**config.mk**
```make
export PLATFORM = sky130hd
export DESIGN_NAME = pfc_startup_supervisor_flat
export DESIGN_NICKNAME = d
export VERILOG_FILES = /design/src/rtl/core/pfc_ss_pkg.sv /design/src/rtl/core/pfc_ss_req_if.sv /design/src/rtl/core/pfc_ss_rsp_if.sv /design/src/rtl/core/pfc_ss_csr_if.sv /design/src/rtl/core/pfc_startup_supervisor.sv /design/src/flat_wrapper.sv
export SDC_FILE = /design/constraint.sdc
export NUM_CORES = 1
export LEC_CHECK = 0
export ABC_CLOCK_PERIOD_IN_PS = 6700
export BUFFER_PORTS_ARGS = -buffer_cell sky130_fd_sc_hd__buf_2
export CAP_MARGIN = 20
export CORE_UTILIZATION = 45
export CTS_BUF_LIST = sky130_fd_sc_hd__clkbuf_8
export DETAILED_ROUTE_END_ITERATION = 8
export PLACE_DENSITY = 0.64
export SLEW_MARGIN = 20
export SYNTH_ARGS = -nofsm -noshare
export SYNTH_HDL_FRONTEND = slang
export SYNTH_SLANG_ARGS = --single-unit
```
**constraint.sdc**
```tcl
create_clock -name clock -period 6.7 [get_ports clock]
set_clock_uncertainty 0.2 [all_clocks]
set_input_delay 1.005 -clock clock [delete_from_list [all_inputs] [get_ports clock]]
set_output_delay 1.005 -clock clock [all_outputs]
set_load 0.02 [all_outputs]
```
**src/rtl/core/pfc_ss_pkg.sv**
```systemverilog
// Package: shared types, operation codes and register indexes of the PFC start-up supervisor.
`default_nettype none
package pfc_ss_pkg;

   // Supervisor modes, encoded as reported on pfc_mode
   typedef enum logic [1:0] {
      MODE_IDLE     = 2'd0,
      MODE_CHARGING = 2'd1,
      MODE_READY    = 2'd2,
      MODE_FAULT    = 2'd3
   } mode_type;

   localparam int OPCODE_BITS = 2;
   typedef logic [OPCODE_BITS-1:0] opcode_type;

   localparam opcode_type OP_TICK  = 2'd0;
   localparam opcode_type OP_START = 2'd1;
   localparam opcode_type OP_STOP  = 2'd2;

   // Delay registers are 16 bits wide whatever the timer width
   localparam int DELAY_BITS     = 16;
   localparam int CSR_INDEX_BITS = 3;
   localparam int CSR_DATA_BITS  = 16;

   typedef logic [CSR_INDEX_BITS-1:0] csr_index_type;

   localparam csr_index_type CSR_READY_LEVEL      = 3'd0;
   localparam csr_index_type CSR_READY_HYSTERESIS = 3'd1;
   localparam csr_index_type CSR_STARTUP_DELAY    = 3'd2;
   localparam csr_index_type CSR_READY_DELAY      = 3'd3;
   localparam csr_index_type CSR_DROPOUT_TIME     = 3'd4;
   localparam csr_index_type CSR_RESTART_DELAY    = 3'd5;

   localparam int RST_READY_LEVEL      = 3000;
   localparam int RST_READY_HYSTERESIS = 100;
   localparam int RST_STARTUP_DELAY    = 100;
   localparam int RST_READY_DELAY      = 50;
   localparam int RST_DROPOUT_TIME     = 20;
   localparam int RST_RESTART_DELAY    = 1000;

endpackage
`default_nettype wire

```
**src/rtl/core/pfc_ss_req_if.sv**
```systemverilog
// Interface: request channel carrying ticks, start requests and force-offs.
`default_nettype none
interface pfc_ss_req_if #(
   parameter int CODE_BITS = 12
);
   import pfc_ss_pkg::*;

   logic                 valid;
   logic                 ready;
   opcode_type           opcode;
   logic [CODE_BITS-1:0] bus_code;
   logic                 fault_in;

   modport source (output valid, input ready, output opcode, output bus_code, output fault_in);
   modport sink   (input valid, output ready, input opcode, input bus_code, input fault_in);
endinterface
`default_nettype wire

```
**src/rtl/core/pfc_ss_rsp_if.sv**
```systemverilog
// Interface: response channel carrying the supervisor status after each transaction.
`default_nettype none
interface pfc_ss_rsp_if;
   logic       valid;
   logic       ready;
   logic [1:0] pfc_mode;
   logic       converter_enable;
   logic       relay_closed;
   logic       bus_ready;

   modport source (output valid, input ready, output pfc_mode, output converter_enable,
                   output relay_closed, output bus_ready);
   modport sink   (input valid, output ready, input pfc_mode, input converter_enable,
                   input relay_closed, input bus_ready);
endinterface
`default_nettype wire

```
**src/rtl/core/pfc_ss_csr_if.sv**
```systemverilog
// Interface: configuration write channel with register index and write data.
`default_nettype none
interface pfc_ss_csr_if;
   import pfc_ss_pkg::*;

   logic                     valid;
   logic                     ready;
   csr_index_type            index;
   logic [CSR_DATA_BITS-1:0] data;

   modport source (output valid, input ready, output index, output data);
   modport sink   (input valid, output ready, input index, input data);
endinterface
`default_nettype wire

```
**src/rtl/core/pfc_startup_supervisor.sv**
```systemverilog
// Top level: PFC start-up supervisor with input register, state update and status output.
//
//  channel  | dir | handshake     | payload
//  ---------+-----+---------------+-------------------------------------------------
//  req_bus  | in  | valid/ready   | opcode, bus_code, fault_in
//  rsp_bus  | out | valid/ready   | pfc_mode, converter_enable, relay_closed, bus_ready
//  csr_bus  | in  | valid/ready   | index, data (always ready)
//
// One transaction per cycle sustained while the response is not stalled; each request
// passes the input register, then the state/result register. The state update for one
// transaction is a single pass of compares and saturating increments.
// Synchronous reset returns the machine to idle with the register reset values.
// A stalled response holds the state register; the input register takes one more
// transaction and then stalls the request side.
`default_nettype none
module pfc_startup_supervisor #(
   parameter int TIMER_BITS = 16,
   parameter int CODE_BITS  = 12
) (
   input  wire           clock,
   input  wire           reset,
   pfc_ss_req_if.sink    req_bus,
   pfc_ss_rsp_if.source  rsp_bus,
   pfc_ss_csr_if.sink    csr_bus
);
   import pfc_ss_pkg::*;

   // Compare width covers both the timers and the 16-bit delay registers
   localparam int CMP_BITS = (TIMER_BITS > DELAY_BITS) ? TIMER_BITS : DELAY_BITS;
   localparam logic [TIMER_BITS-1:0] TIMER_MAX = '1;

   // ---------------- configuration registers ----------------
   logic [CODE_BITS-1:0]  ready_level_ff;
   logic [CODE_BITS-1:0]  ready_hysteresis_ff;
   logic [DELAY_BITS-1:0] startup_delay_ff;
   logic [DELAY_BITS-1:0] ready_delay_ff;
   logic [DELAY_BITS-1:0] dropout_time_ff;
   logic [DELAY_BITS-1:0] restart_delay_ff;

   assign csr_bus.ready = 1'b1;

   always_ff @(posedge clock) begin
      if (reset) begin
         ready_level_ff      <= CODE_BITS'(RST_READY_LEVEL);
         ready_hysteresis_ff <= CODE_BITS'(RST_READY_HYSTERESIS);
         startup_delay_ff    <= DELAY_BITS'(RST_STARTUP_DELAY);
         ready_delay_ff      <= DELAY_BITS'(RST_READY_DELAY);
         dropout_time_ff     <= DELAY_BITS'(RST_DROPOUT_TIME);
         restart_delay_ff    <= DELAY_BITS'(RST_RESTART_DELAY);
      end else if (csr_bus.valid) begin
         // drop writes beyond the register list
         case (csr_bus.index)
            CSR_READY_LEVEL:      ready_level_ff      <= csr_bus.data[CODE_BITS-1:0];
            CSR_READY_HYSTERESIS: ready_hysteresis_ff <= csr_bus.data[CODE_BITS-1:0];
            CSR_STARTUP_DELAY:    startup_delay_ff    <= csr_bus.data[DELAY_BITS-1:0];
            CSR_READY_DELAY:      ready_delay_ff      <= csr_bus.data[DELAY_BITS-1:0];
            CSR_DROPOUT_TIME:     dropout_time_ff     <= csr_bus.data[DELAY_BITS-1:0];
            CSR_RESTART_DELAY:    restart_delay_ff    <= csr_bus.data[DELAY_BITS-1:0];
            default: ;
         endcase
      end
   end

   // ---------------- input register ----------------
   logic                 in_valid_ff;
   opcode_type           in_opcode_ff;
   logic [CODE_BITS-1:0] in_bus_ff;
   logic                 in_fault_ff;
   logic                 out_valid_ff;
   logic                 advance;

   // move the held transaction into the state stage when the response slot frees up
   assign advance       = in_valid_ff && (!out_valid_ff || rsp_bus.ready);
   assign req_bus.ready = !in_valid_ff || advance;

   always_ff @(posedge clock) begin
      if (reset) begin
         in_valid_ff <= 1'b0;
      end else if (req_bus.ready) begin
         in_valid_ff <= req_bus.valid;
      end
   end

   always_ff @(posedge clock) begin
      if (req_bus.valid && req_bus.ready) begin
         in_opcode_ff <= req_bus.opcode;
         in_bus_ff    <= req_bus.bus_code;
         in_fault_ff  <= req_bus.fault_in;
      end
   end

   // ---------------- supervisor state ----------------
   mode_type              mode_ff, mode_in;
   logic                  run_cmd_ff, run_cmd_in;
   logic [TIMER_BITS-1:0] time_ff, time_in;
   logic                  good_seen_ff, good_seen_in;
   logic [TIMER_BITS-1:0] good_elapsed_ff, good_elapsed_in;
   logic                  low_seen_ff, low_seen_in;
   logic [TIMER_BITS-1:0] low_elapsed_ff, low_elapsed_in;

   logic [TIMER_BITS-1:0] time_inc;
   logic [TIMER_BITS-1:0] good_inc;
   logic [TIMER_BITS-1:0] low_inc;
   logic [CODE_BITS-1:0]  lower_level;
   logic                  do_enter;
   mode_type              enter_target;

   // saturating increments of the three timers
   assign time_inc = (time_ff == TIMER_MAX) ? time_ff : time_ff + 1'b1;
   assign good_inc = (good_elapsed_ff == TIMER_MAX) ? good_elapsed_ff : good_elapsed_ff + 1'b1;
   assign low_inc  = (low_elapsed_ff == TIMER_MAX) ? low_elapsed_ff : low_elapsed_ff + 1'b1;

   // dropout threshold, clamped at zero when the margin exceeds the level
   assign lower_level = (ready_hysteresis_ff > ready_level_ff) ?
                        '0 : ready_level_ff - ready_hysteresis_ff;

   always_comb begin
      mode_in         = mode_ff;
      run_cmd_in      = run_cmd_ff;
      time_in         = time_ff;
      good_seen_in    = good_seen_ff;
      good_elapsed_in = good_elapsed_ff;
      low_seen_in     = low_seen_ff;
      low_elapsed_in  = low_elapsed_ff;
      do_enter        = 1'b0;
      enter_target    = mode_ff;

      case (in_opcode_ff)
         OP_TICK: begin
            // advance all timers first, qualifiers only while armed
            time_in = time_inc;
            if (good_seen_ff) begin
               good_elapsed_in = good_inc;
            end
            if (low_seen_ff) begin
               low_elapsed_in = low_inc;
            end

            if (in_fault_ff && (mode_ff != MODE_FAULT)) begin
               // a fault preempts everything else on this tick
               do_enter     = 1'b1;
               enter_target = MODE_FAULT;
            end else begin
               case (mode_ff)
                  MODE_IDLE: begin
                     if (run_cmd_ff &&
                         (CMP_BITS'(time_inc) >= CMP_BITS'(startup_delay_ff))) begin
                        do_enter     = 1'b1;
                        enter_target = MODE_CHARGING;
                     end
                  end
                  MODE_CHARGING: begin
                     if (!run_cmd_ff) begin
                        do_enter     = 1'b1;
                        enter_target = MODE_IDLE;
                     end else if (in_bus_ff >= ready_level_ff) begin
                        // first good tick only arms the qualifier
                        if (!good_seen_ff) begin
                           good_seen_in    = 1'b1;
                           good_elapsed_in = '0;
                        end else if (CMP_BITS'(good_inc) >= CMP_BITS'(ready_delay_ff)) begin
                           do_enter     = 1'b1;
                           enter_target = MODE_READY;
                        end
                     end else begin
                        good_seen_in    = 1'b0;
                        good_elapsed_in = '0;
                     end
                  end
                  MODE_READY: begin
                     if (!run_cmd_ff) begin
                        do_enter     = 1'b1;
                        enter_target = MODE_IDLE;
                     end else if (in_bus_ff >= lower_level) begin
                        low_seen_in    = 1'b0;
                        low_elapsed_in = '0;
                     end else if (!low_seen_ff) begin
                        low_seen_in    = 1'b1;
                        low_elapsed_in = '0;
                     end else if (CMP_BITS'(low_inc) >= CMP_BITS'(dropout_time_ff)) begin
                        do_enter     = 1'b1;
                        enter_target = MODE_CHARGING;
                     end
                  end
                  MODE_FAULT: begin
                     if (!run_cmd_ff) begin
                        if (!in_fault_ff) begin
                           do_enter     = 1'b1;
                           enter_target = MODE_IDLE;
                        end
                     end else if (!in_fault_ff &&
                                  (CMP_BITS'(time_inc) >= CMP_BITS'(restart_delay_ff))) begin
                        do_enter     = 1'b1;
                        enter_target = MODE_CHARGING;
                     end
                  end
                  default: ;
               endcase
            end
         end
         OP_START: begin
            // in idle the start-up wait keeps counting
            run_cmd_in = 1'b1;
            if (mode_ff != MODE_IDLE) begin
               time_in = '0;
            end
         end
         OP_STOP: begin
            run_cmd_in = 1'b0;
            if (mode_ff != MODE_IDLE) begin
               do_enter     = 1'b1;
               enter_target = MODE_IDLE;
            end
         end
         default: ;
      endcase

      // entering a state restarts its timer and both qualifiers
      if (do_enter) begin
         mode_in         = enter_target;
         time_in         = '0;
         good_seen_in    = 1'b0;
         good_elapsed_in = '0;
         low_seen_in     = 1'b0;
         low_elapsed_in  = '0;
      end
   end

   always_ff @(posedge clock) begin
      if (reset) begin
         mode_ff         <= MODE_IDLE;
         run_cmd_ff      <= 1'b0;
         time_ff         <= '0;
         good_seen_ff    <= 1'b0;
         good_elapsed_ff <= '0;
         low_seen_ff     <= 1'b0;
         low_elapsed_ff  <= '0;
      end else if (advance) begin
         mode_ff         <= mode_in;
         run_cmd_ff      <= run_cmd_in;
         time_ff         <= time_in;
         good_seen_ff    <= good_seen_in;
         good_elapsed_ff <= good_elapsed_in;
         low_seen_ff     <= low_seen_in;
         low_elapsed_ff  <= low_elapsed_in;
      end
   end

   // ---------------- response ----------------
   // the state register doubles as the result register; hold it while the response stalls
   always_ff @(posedge clock) begin
      if (reset) begin
         out_valid_ff <= 1'b0;
      end else if (advance) begin
         out_valid_ff <= 1'b1;
      end else if (rsp_bus.ready) begin
         out_valid_ff <= 1'b0;
      end
   end

   assign rsp_bus.valid            = out_valid_ff;
   assign rsp_bus.pfc_mode         = mode_ff;
   assign rsp_bus.converter_enable = (mode_ff == MODE_CHARGING) || (mode_ff == MODE_READY);
   assign rsp_bus.relay_closed     = (mode_ff == MODE_READY);
   assign rsp_bus.bus_ready        = (mode_ff == MODE_READY);

`ifndef SYNTHESIS
   // the good-bus qualifier only lives in charging
   a_good_in_charging: assert property (@(posedge clock) disable iff (reset)
      good_seen_ff |-> (mode_ff == MODE_CHARGING))
      else $error("good qualifier armed outside charging");

   // the dropout qualifier only lives in ready
   a_low_in_ready: assert property (@(posedge clock) disable iff (reset)
      low_seen_ff |-> (mode_ff == MODE_READY))
      else $error("dropout qualifier armed outside ready");

   // an unarmed qualifier holds no elapsed time
   a_qual_clear: assert property (@(posedge clock) disable iff (reset)
      ((!good_seen_ff) |-> (good_elapsed_ff == '0)) and
      ((!low_seen_ff) |-> (low_elapsed_ff == '0)))
      else $error("qualifier counter running while unarmed");

   // the converter only runs under a standing command
   a_enable_needs_cmd: assert property (@(posedge clock) disable iff (reset)
      ((mode_ff == MODE_CHARGING) || (mode_ff == MODE_READY)) |-> run_cmd_ff)
      else $error("converter enabled without run command");

   // a stalled response must freeze the state stage
   a_hold_on_stall: assert property (@(posedge clock) disable iff (reset)
      (out_valid_ff && !rsp_bus.ready) |=> $stable(mode_ff) && $stable(time_ff))
      else $error("state changed while response stalled");
`endif

endmodule
`default_nettype wire
```
**src/flat_wrapper.sv**
```systemverilog
// flat-port wrapper written by rule: the top's interface ports become plain ports
module pfc_startup_supervisor_flat import pfc_ss_pkg::*;
#(
   parameter int TIMER_BITS = 16,
   parameter int CODE_BITS  = 12
)
  (clock, reset, req_bus_valid, req_bus_ready, req_bus_opcode, req_bus_bus_code, req_bus_fault_in, rsp_bus_valid, rsp_bus_ready, rsp_bus_pfc_mode, rsp_bus_converter_enable, rsp_bus_relay_closed, rsp_bus_bus_ready, csr_bus_valid, csr_bus_ready, csr_bus_index, csr_bus_data);
  pfc_ss_req_if #(.CODE_BITS(CODE_BITS)) req_bus_i ();
  pfc_ss_rsp_if rsp_bus_i ();
  pfc_ss_csr_if csr_bus_i ();
  input  wire clock;
  input  wire reset;
  input wire logic [$bits(req_bus_i.valid)-1:0] req_bus_valid;
  output wire logic [$bits(req_bus_i.ready)-1:0] req_bus_ready;
  input wire logic [$bits(req_bus_i.opcode)-1:0] req_bus_opcode;
  input wire logic [$bits(req_bus_i.bus_code)-1:0] req_bus_bus_code;
  input wire logic [$bits(req_bus_i.fault_in)-1:0] req_bus_fault_in;
  output wire logic [$bits(rsp_bus_i.valid)-1:0] rsp_bus_valid;
  input wire logic [$bits(rsp_bus_i.ready)-1:0] rsp_bus_ready;
  output wire logic [$bits(rsp_bus_i.pfc_mode)-1:0] rsp_bus_pfc_mode;
  output wire logic [$bits(rsp_bus_i.converter_enable)-1:0] rsp_bus_converter_enable;
  output wire logic [$bits(rsp_bus_i.relay_closed)-1:0] rsp_bus_relay_closed;
  output wire logic [$bits(rsp_bus_i.bus_ready)-1:0] rsp_bus_bus_ready;
  input wire logic [$bits(csr_bus_i.valid)-1:0] csr_bus_valid;
  output wire logic [$bits(csr_bus_i.ready)-1:0] csr_bus_ready;
  input wire logic [$bits(csr_bus_i.index)-1:0] csr_bus_index;
  input wire logic [$bits(csr_bus_i.data)-1:0] csr_bus_data;
  assign req_bus_i.valid = req_bus_valid;
  assign req_bus_ready = req_bus_i.ready;
  assign req_bus_i.opcode = req_bus_opcode;
  assign req_bus_i.bus_code = req_bus_bus_code;
  assign req_bus_i.fault_in = req_bus_fault_in;
  assign rsp_bus_valid = rsp_bus_i.valid;
  assign rsp_bus_i.ready = rsp_bus_ready;
  assign rsp_bus_pfc_mode = rsp_bus_i.pfc_mode;
  assign rsp_bus_converter_enable = rsp_bus_i.converter_enable;
  assign rsp_bus_relay_closed = rsp_bus_i.relay_closed;
  assign rsp_bus_bus_ready = rsp_bus_i.bus_ready;
  assign csr_bus_i.valid = csr_bus_valid;
  assign csr_bus_ready = csr_bus_i.ready;
  assign csr_bus_i.index = csr_bus_index;
  assign csr_bus_i.data = csr_bus_data;
  pfc_startup_supervisor #(.TIMER_BITS(TIMER_BITS), .CODE_BITS(CODE_BITS)) u_core (.clock(clock), .reset(reset), .req_bus(req_bus_i), .rsp_bus(rsp_bus_i), .csr_bus(csr_bus_i));
endmodule
```
-- After elaboration in Yosys (flattened, before gate mapping)
Cells that the tools add are included.
Widths: inputs -> output; s select.
- word-level logic and storage cells: 160
- bits of input ports: 39
- output and inout bits: 8
- bits in registers: 158
- reductions and logical operators: 35
- multiplexer cells: 70
- eq/ne operators: 26
- add/sub/neg operators: 4
- $lt $le $gt $ge: 7
- operators with widths (operator ; count):
    $mux 16 ; 21
    $ge 16x16->1 ; 4
    $add 16x1->16 const B ; 3
    $eq 16x16->1 const B ; 3
    $ne 5x5->1 const B ; 8
    $pmux 16 s2 ; 1
    $mux 1 ; 28
    $mux 2 ; 14
    $ge 12x12->1 ; 2
    $reduce_and 2->1 ; 8
    $reduce_bool 2->1 ; 8
    $reduce_and 13->1 ; 1
    $gt 12x12->1 ; 1
    $mux 12 ; 1
    $sub 12x12->12 ; 1
    $reduce_and 5->1 ; 2
    $pmux 2 s4 ; 1
    $eq 2x2->1 const B ; 3
    $eq 3x2->1 const B ; 2
    $eq 3x3->1 const B ; 2
    $logic_and 1x1->1 ; 5
    $eq 2x1->1 const B ; 2
    $logic_not 2->1 ; 2
    $ne 2x1->1 const B ; 2
    other kinds (12) ; 17

-- Longest topological paths before layout
Gate-level depths: netlist of run 1.
- word-level depth: 12
- mapped depth: 25

-- Least setup slack after synthesis of run 1
OpenSTA, ideal clock, no wires.
- path type: reg2reg
- start: register u_core.ready_level_ff[0]
- end: register u_core.good_elapsed_ff[4]
- buffers on the path: 2
- cell stages (with the launch flop): 25
- setup slack: 1918 ps
- library setup time: 117 ps
- period minus slack after synthesis: 4782 ps
- arrival: 4465 ps
- cell sequence: dfxtp_1 -> inv_1 -> ha_1 -> fa_1 -> nor2b_1 -> o21ai_0 -> a21oi_1 -> o21ai_1 -> a21oi_1 -> a221o_1 -> a21o_1 -> a21o_1 -> clkbuf_1 -> nand3_1 -> ha_1 -> a21o_1 -> a21o_1 -> a21oi_1 -> o21ai_1 -> o32ai_2 -> a41o_4 -> a21oi_2 -> buf_6 -> a221o_1 -> a22o_1
- cells in the longest elaborated chain, start to end: 10
- elaborated cells on any way between the ends: 20
- RTL lines (what ; line ; RTL):
    start: declaration ; pfc_startup_supervisor.sv:33 ; logic [CODE_BITS-1:0] ready_level_ff;
    start signal: assignment ; pfc_startup_supervisor.sv:44 ; ready_level_ff <= CODE_BITS'(RST_READY_LEVEL);
    start signal: assignment ; pfc_startup_supervisor.sv:53 ; CSR_READY_LEVEL: ready_level_ff <= csr_bus.data[CODE_BITS-1:0];
    $sub 12x12->12 or $gt 12x12->1 (tied branches) ; pfc_startup_supervisor.sv:115, pfc_startup_supervisor.sv:114 ;
    $mux 12 ; pfc_startup_supervisor.sv:114 ; assign lower_level = (ready_hysteresis_ff > ready_level_ff) ?
    $ge 12x12->1 ; pfc_startup_supervisor.sv:174 ; end else if (in_bus_ff >= lower_level) begin
    $mux 1 ; pfc_startup_supervisor.sv:174 ;
    $mux 1 ; pfc_startup_supervisor.sv:171 ; if (!run_cmd_ff) begin
    $pmux 1 s4 ; pfc_startup_supervisor.sv:144 ; case (mode_ff)
    $mux 1 ; pfc_startup_supervisor.sv:139 ; if (in_fault_ff && (mode_ff != MODE_FAULT)) begin
    $pmux 1 s2 ; pfc_startup_supervisor.sv:128 ; case (in_opcode_ff)
    $reduce_bool 2->1 (no source line) ; - ;
    $reduce_and 2->1 (no source line) ; - ;
    end signal: assignment ; pfc_startup_supervisor.sv:243 ; good_elapsed_ff <= good_elapsed_in;
    end: declaration ; pfc_startup_supervisor.sv:97 ; logic [TIMER_BITS-1:0] good_elapsed_ff, good_elapsed_in;
Several ways; a longest one is shown, not always the timed one. The select of a mux whose other input is x is not followed.
A chain may end at the register's enable or synchronous reset.

-- Final worst setup path of run 1
- start: register u_core.ready_level_ff[0]
- end: register u_core.low_elapsed_ff[13]
- cells in the longest elaborated chain, start to end: 10
- elaborated cells on any way between the ends: 20
- RTL lines (what ; line ; RTL):
    $sub 12x12->12 or $gt 12x12->1 (tied branches) ; pfc_startup_supervisor.sv:115, pfc_startup_supervisor.sv:114 ;
    $mux 12 ; pfc_startup_supervisor.sv:114 ;
    $ge 12x12->1 ; pfc_startup_supervisor.sv:174 ;
    $mux 1 ; pfc_startup_supervisor.sv:174 ;
    $mux 1 ; pfc_startup_supervisor.sv:171 ;
    $pmux 1 s4 ; pfc_startup_supervisor.sv:144 ;
    $mux 1 ; pfc_startup_supervisor.sv:139 ;
    $pmux 1 s2 ; pfc_startup_supervisor.sv:128 ;
    $reduce_bool 2->1 (no source line) ; - ;
    $reduce_and 2->1 (no source line) ; - ;
    end signal: assignment ; pfc_startup_supervisor.sv:245 ; low_elapsed_ff <= low_elapsed_in;
    end: declaration ; pfc_startup_supervisor.sv:99 ; logic [TIMER_BITS-1:0] low_elapsed_ff, low_elapsed_in;
Several ways; a longest one is shown, not always the timed one. The select of a mux whose other input is x is not followed.

==> results of run 1 <==
## power groups by stage
stage | registers, mW | logic, mW | clock network [mW]
after detailed placement | 1.01 | 0.202 | 0
after global placement | 1.01 | 0.199 | 0
after global routing | 0.990 | 0.229 | 0.900
final | 0.987 | 0.203 | 0.849
after floorplan | 1.00 | 0.136 | 0
after CTS | 0.987 | 0.203 | 0.865
## synthesized netlist by cell type (4+ instances only)
master and count:
edfxtp_1 15, ha_1 110, a211oi_1 8, and2_1 11, nand3_1 42, a211o_1 4
o21ai_1 13, nand2b_1 13, clkbuf_1 38, o22ai_1 5, nor2_1 58, nor3_1 10
and3_1 20, a221o_1 4, nor2b_1 17, and4_1 4, a21boi_0 6, nand4_1 17
xnor2_1 25, dfxtp_1 143, inv_1 110, nand2_1 245, a21o_1 17, a22o_1 16
o21a_1 15, a21oi_1 133, o211ai_1 29, nand3b_1 6, o21ai_0 23, a31oi_1 20
xor2_1 8
## layout make-up
cell class | instances | area (sq um) | area share, %
sequential | 158 | 3310 | 30.3
tap | 280 | 350 | 3.20
multi-input combinational | 952 | 6120 | 55.9
timing repair buffer | 51 | 273 | 2.49
clock buffer | 17 | 234 | 2.14
clock inverter | 15 | 231 | 2.12
inverter | 111 | 417 | 3.81
## flip-flops by register name, indices dropped and copies added (netlist names)
name	count
u_core.good_elapsed_ff	16
u_core.in_opcode_ff	2
u_core.in_bus_ff	12
u_core.ready_hysteresis_ff	12
u_core.in_fault_ff	1
u_core.ready_delay_ff	16
u_core.ready_level_ff	12
u_core.dropout_time_ff	16
u_core.in_valid_ff	1
u_core.run_cmd_ff	1
u_core.startup_delay_ff	16
u_core.restart_delay_ff	16
u_core.rsp_bus.pfc_mode	2
u_core.low_elapsed_ff	16
u_core.rsp_bus.valid	1
u_core.good_seen_ff	1
u_core.time_ff	16
u_core.low_seen_ff	1
## layer usage
metal | vias up | wire [um] | track usage, %
li1 | 4517 | - | -
met1 | 4087 | 12800 | 33.1
met2 | 198 | 12300 | 40.3
met3 | 29 | 1140 | 4.49
met4 | 0 | 547 | 7.62
met5 | - | 0 | 0
## logic make-up (layout without fill, tap and decap cells)
family	count (synthesis)	count (layout)	synth area share (%)
XOR/XNOR	33	33	2.87
AND/OR/NAND/NOR	472	472	22.1
buffers and inverters	160	194	6.27
other	1	1	0.0373
flip-flops	158	158	32.9
multiplexers	3	3	0.361
adder cells (fa/ha/maj)	111	111	13.9
AO/OA/AOI/OAI	332	332	21.6
## path summary, 6_finish.rpt
path / cells after the start / slack [ns] / to
worst max-delay path: 23 / 1.06 / u_core.low_elapsed_ff[13]
worst min-delay path: 2 / 0.26 / u_core.dropout_time_ff[11]
worst max register to register: 23 / 1.06 / u_core.low_elapsed_ff[13]
worst min register to register: 2 / 0.26 / u_core.dropout_time_ff[11]
## stage by stage
stage / instances / instance area (sq um)
after floorplan: 1270 / 10100
after global placement: 1552 / 10500
after detailed placement: 1552 / 10500
after CTS: 1584 / 10900
after global routing: 1584 / 10900
final: 1584 / 10900
## critical path: stages, from the launching register on
cell and delay (ns):
dfxtp_1 0.36, inv_1 0.05, ha_1 0.21, fa_1 0.47, nor2b_1 0.12, o21ai_0 0.10, a21oi_1 0.19, o21ai_1 0.10
a21oi_1 0.22, a221o_1 0.24, a21o_1 0.13, a21o_1 0.30, nand2_1 0.11, ha_1 0.31, nand2_1 0.06, nor3_1 0.19
a21oi_1 0.12, o21ai_1 0.41, o32ai_2 0.18, a41o_4 0.31, a21oi_2 0.45, buf_4 0.34, a21o_1 0.25, a221o_1 0.17
## layout by cell type (no fill, tap or decap), types with 23 or more instances in the layout
cell type	n
o211ai_1	29
nand3_1	42
xnor2_1	25
dfxtp_1	143
a21oi_1	133
nand2_1	245
ha_1	110
o21ai_0	23
buf_2	44
inv_1	110
nor2_1	58
==> flow_summary.ini, run 1 <==
[logic_synthesis]
synthTopCellsByArea = dfxtp_1 28%, ha_1 14%, nand2_1 9.1%, a21oi_1 6.6%, edfxtp_1 4.5%
synth_edf_count = 15
synth_top_area_share_pct = 28.5
syn_inst = 1270
syn_area_per_cell_sq_um = 7.92
synth_top_area_cell = dfxtp_1
synth_cell_type_count = 80
synth_nets = 1420
synth_area_sq_um = 10100
async_flop_share_pct = 0
synth_ff_type = dfxtp_1
yosysSeqAreaShare_pct = 32.9
yosys_register_bits = 158
ys_warn_count = 0

[finish]
final_util_pct = 50.0
finalNetCount = 1441
nFillCells = 2161
drive_above_1_share_pct = 8.59
antenna_cells = 0
syn_to_final_growth_pct = 8.69

[clock_network]
post_cts_resized = 0
clk_latency_ns = 0.47
clkSinkCount = 158
htreeDepth = 4
cts_root_buf = clkbuf_8
hold_buffers = 0
cts_buffers = 17
cts_tree = built
clk_path_buf_depth = 2
cts.clk_slew.worst_paths_ns = 0.09
post_cts_buffers = 0

[power_and_ir_drop]
p_per_area_nw_per_um2 = 187
intPower_mw = 1.49
p_sw_uw = 546
swShare_pct = 26.8
power.clock.fraction_pct = 41.6
p_leak_nw = 4.39
p_seq_share_pct = 48.4
power.share.combinational_pct = 10.0
finalPower_mw = 2.04
vdd_drop_max_uv = 159

[setup_path]
r2r_start = u_core.ready_level_ff[0]
cp.arrival_ns = 5.85
crit_type = reg -> reg
critical_path.startpoint_type = register
cp_max_fo = 19
worstSetupStartpoint = u_core.ready_level_ff[0]
crit_required_ns = 6.91
critPathCaptureType = register

[status]
status = finished, final reports clean

[die]
io_pins = 47
row_count = 54
die-area_sq_um = 23000
start_util_pct = 46.0
die_h_um = 152
core_sq_um = 21900
fp.dieW_um = 152

[global_routing]
grt.total_usage_pct = 24.7
antenna_found_initial = 0
grt_pass1_wl_mm = 43.4
grt_pass1_vias = 8345
grt_overflow = 0
grt_max_degree = 63

[drt]
drt_iter0_markers = 578
drc_errors = 0
dr.pass1.iters = 5
avgRoutedWirePerCell_um = 16.9
avgViaCountPerCell = 5.58
finalWirelength_mm = 26.7
vias = 8831
antenna_left = 0

[min_path]
holdCritStartpoint = u_core.dropout_time_ff[11]
hp-class = reg -> reg

[sta]
rsz0062_at_grt = false
min_period_ns = 5.64
finalSetupTns_ns = 0
relSlewSlack_pct = 32.8
drv_slew = 0
fin_crit_sh_pct = 84.2
whs_ns = 0.259
worst_slew_pin_slew_ns = 1.00
max_freq_ghz = 0.177
setup_ws_ns = 1.06
hold_viol_final = 0
setup_violations = 0

[place]
hpwl_mm = 19.6
port_buffers = 45
gp_congestion = 0.899
pre_cts_slack_ns = 1.09

[run]
cap_violations = 0
Note: power is estimated with default switching activity, not from simulation.
==> run 2, diff against run 1 <==
ABC_AREA = 1   (was default)
ABC_CLOCK_PERIOD_IN_PS = 5900   (was 6700)
clock period = 5.9 ns   (was 6.7 ns; I/O delays follow)
==> flow_summary.ini, run 2 <==
[status]
status = finished, final reports clean

[clock_network]
cts_buffers = 17
post_cts_resized = 0
clk_latency_ns = 0.47
htreeDepth = 4
clk_path_buf_depth = 2
post_cts_buffers = 0
hold_buffers = 0
cts.clk_slew.worst_paths_ns = 0.10
cts_root_buf = clkbuf_8
cts_tree = built
clkSinkCount = 158

[place]
pre_cts_slack_ns = 0.933
hpwl_mm = 21.2
port_buffers = 45
gp_congestion = 0.963
post_dp_cell_area_sq_um = 11200

[sta]
relSlewSlack_pct = 36.2
drv_slew = 0
max_freq_ghz = 0.199
worst_slew_pin_slew_ns = 0.953
hold_viol_final = 0
setup_ws_ns = 0.871
fin_crit_sh_pct = 85.2
finalSetupTns_ns = 0
setup_violations = 0
min_period_ns = 5.03
rsz0062_at_grt = false

[global_routing]
grt_pass1_wl_mm = 47.2
grt_overflow = 0
grt_pass1_vias = 9339
grt_max_degree = 75
antenna_found_initial = 0
grt.total_usage_pct = 24.7

[logic_synthesis]
synth_top_area_share_pct = 26.6
synth_cell_type_count = 56
synth_ff_type = dfxtp_1
yosys_register_bits = 158
synth_top_area_cell = dfxtp_1
yosysMostFrequentCell = nand2_1
synth_edf_count = 15
async_flop_share_pct = 0
syn_inst = 1558
synth_area_sq_um = 10800
ys_warn_count = 0
synthTopCellsByArea = dfxtp_1 27%, ha_1 13%, nand2_1 11%, inv_1 8.5%, a21oi_1 7.8%
syn_area_per_cell_sq_um = 6.90
yosys-top-cells-count = 312 x nand2_1, 243 x inv_1, 167 x a21oi_1, 143 x dfxtp_1, 134 x nor2_1
synth_nets = 1708
yosysSeqAreaShare_pct = 30.8

[finish]
final_area_sq_um = 11500
syn_to_final_growth_pct = 7.34
nFillCells = 2431
layout.cells.most_common = nand2_1
drive_above_1_share_pct = 7.82
finalNetCount = 1723
antenna_cells = 0
final_util_pct = 49.2
final_cell_mix = 312 x nand2_1, 243 x inv_1, 167 x a21oi_1

[drt]
antenna_left = 0
dr.pass1.iters = 5
drt_iter0_markers = 583
avgRoutedWirePerCell_um = 15.1
vias = 9924
finalWirelength_mm = 28.7
drc_errors = 0
avgViaCountPerCell = 5.21

[setup_path]
r2r_start = u_core.ready_level_ff[0]
crit_path_top_delay_cell = fa_1
critical_path.startpoint_type = register
r2r_cells = 31
cp_max_fo = 33
crit_type = reg -> reg
crit_required_ns = 6.09
cp_num_buf_inv = 4
ff2ff_setup_slack_ns = 0.87
cp_common_cell = nand2_1
cp.arrival_ns = 5.22
critPathCaptureType = register
regToRegEndpoint = u_core.low_elapsed_ff[8]
critical_path_depth = 31
slowest_delay_ns = 0.47
path_delay_family = simple AND/OR/NAND/NOR gates

[min_path]
holdCritStartpoint = u_core.restart_delay_ff[13]
hp-class = reg -> reg
min_path_cells = 2
holdPathEnd = u_core.restart_delay_ff[13]

[power_and_ir_drop]
p_sw_uw = 709
p_leak_nw = 5.32
power.clock.fraction_pct = 34.7
power.share.combinational_pct = 14.7
vdd_drop_max_uv = 132
p_per_area_nw_per_um2 = 195
swShare_pct = 31.6
intPower_mw = 1.54
p_seq_share_pct = 50.5

[die]
die-area_sq_um = 24500
die_h_um = 157
core_sq_um = 23500
io_pins = 47
fp.dieW_um = 157
row_count = 56
start_util_pct = 45.8

[run]
cap_violations = 0
-- run 2: cell count changes after synthesis, sizes merged, moves of 17 or more --
cell and delta:
a21oi +33, nand3 +30, nand4 +28, nor2b -17, nand2 +72, xor2 +18
and3 -19, xnor2 -22, a31oi -17, inv +137, o21ai +68, nor2 +82
-- run 2: logic make-up (layout without fill, tap and decap cells) --
kind of cell / after synthesis / count (layout) / share of synthesized area (%)
simple gates: 622 / 622 / 25.6
compound gates: 330 / 330 / 16.9
buf+inv: 307 / 335 / 11.1
flops: 158 / 158 / 30.8
fa+ha+maj: 111 / 111 / 13.0
xor+xnor: 29 / 29 / 2.50
other cells: 1 / 1 / 0.0349
-- run 2: worst max-delay path by stage --
stage                                         from                   endpoint
after floorplan           u_core.ready_level_ff[0]         u_core.time_ff[12]
after global placement    u_core.ready_level_ff[0]  u_core.low_elapsed_ff[15]
after detailed placement  u_core.ready_level_ff[0]   u_core.low_elapsed_ff[8]
after CTS                 u_core.ready_level_ff[0]   u_core.low_elapsed_ff[8]
after global routing      u_core.ready_level_ff[0]   u_core.low_elapsed_ff[4]
final                     u_core.ready_level_ff[0]   u_core.low_elapsed_ff[8]
-- run 2: area by class of cell --
class | count | area [sq um] | area share (%)
Clock inverter | 15 | 129 | 1.12
Clock buffer | 17 | 234 | 2.03
Sequential cell | 158 | 3310 | 28.7
Timing Repair Buffer | 53 | 285 | 2.47
Inverter | 250 | 938 | 8.13
Multi-Input combinational cell | 1093 | 6240 | 54.1
Tap cell | 319 | 399 | 3.46
-- run 2: routing by layer --
layer  vias up  share of wire [%]  track usage [%]
li1       5152                  -                -
met3        55                3.1             2.99
met2       200                 46             41.6
met1      4517                 47             31.8
met5         -                  0                0
met4         0                3.5             10.6
-- run 2: worst reg2reg max path: cells and delay by family (launching register included) --
family	cells	cell delay (ns)
and+or+nand+nor	19	1.77
DFF	1	0.35
adders and majority gates	3	0.98
AOI/OAI and AO/OA	5	0.86
buffers and inverters	4	0.78
-- run 2: per-stage QoR --
| stage | std cells | total power, mW | hold slack (ns) |
|---|---|---|---|
| global placement | 1873 | 1.48 | 0.250 |
| detailed placement | 1873 | 1.49 | 0.255 |
| floorplan | 1558 | 1.39 | 0.233 |
| finish | 1905 | 2.25 | 0.266 |
| CTS | 1905 | 2.26 | 0.271 |
| global route | 1905 | 2.36 | 0.291 |
-- run 2: power groups by stage --
stage	Combinational [mW]	Sequential [mW]	Clock, mW
6_report	0.331	1.14	0.780
5_1_grt	0.380	1.14	0.839
4_1_cts	0.330	1.14	0.796
3_5_place_dp	0.328	1.16	0
3_3_place_gp	0.321	1.16	0
2_1_floorplan	0.237	1.15	0
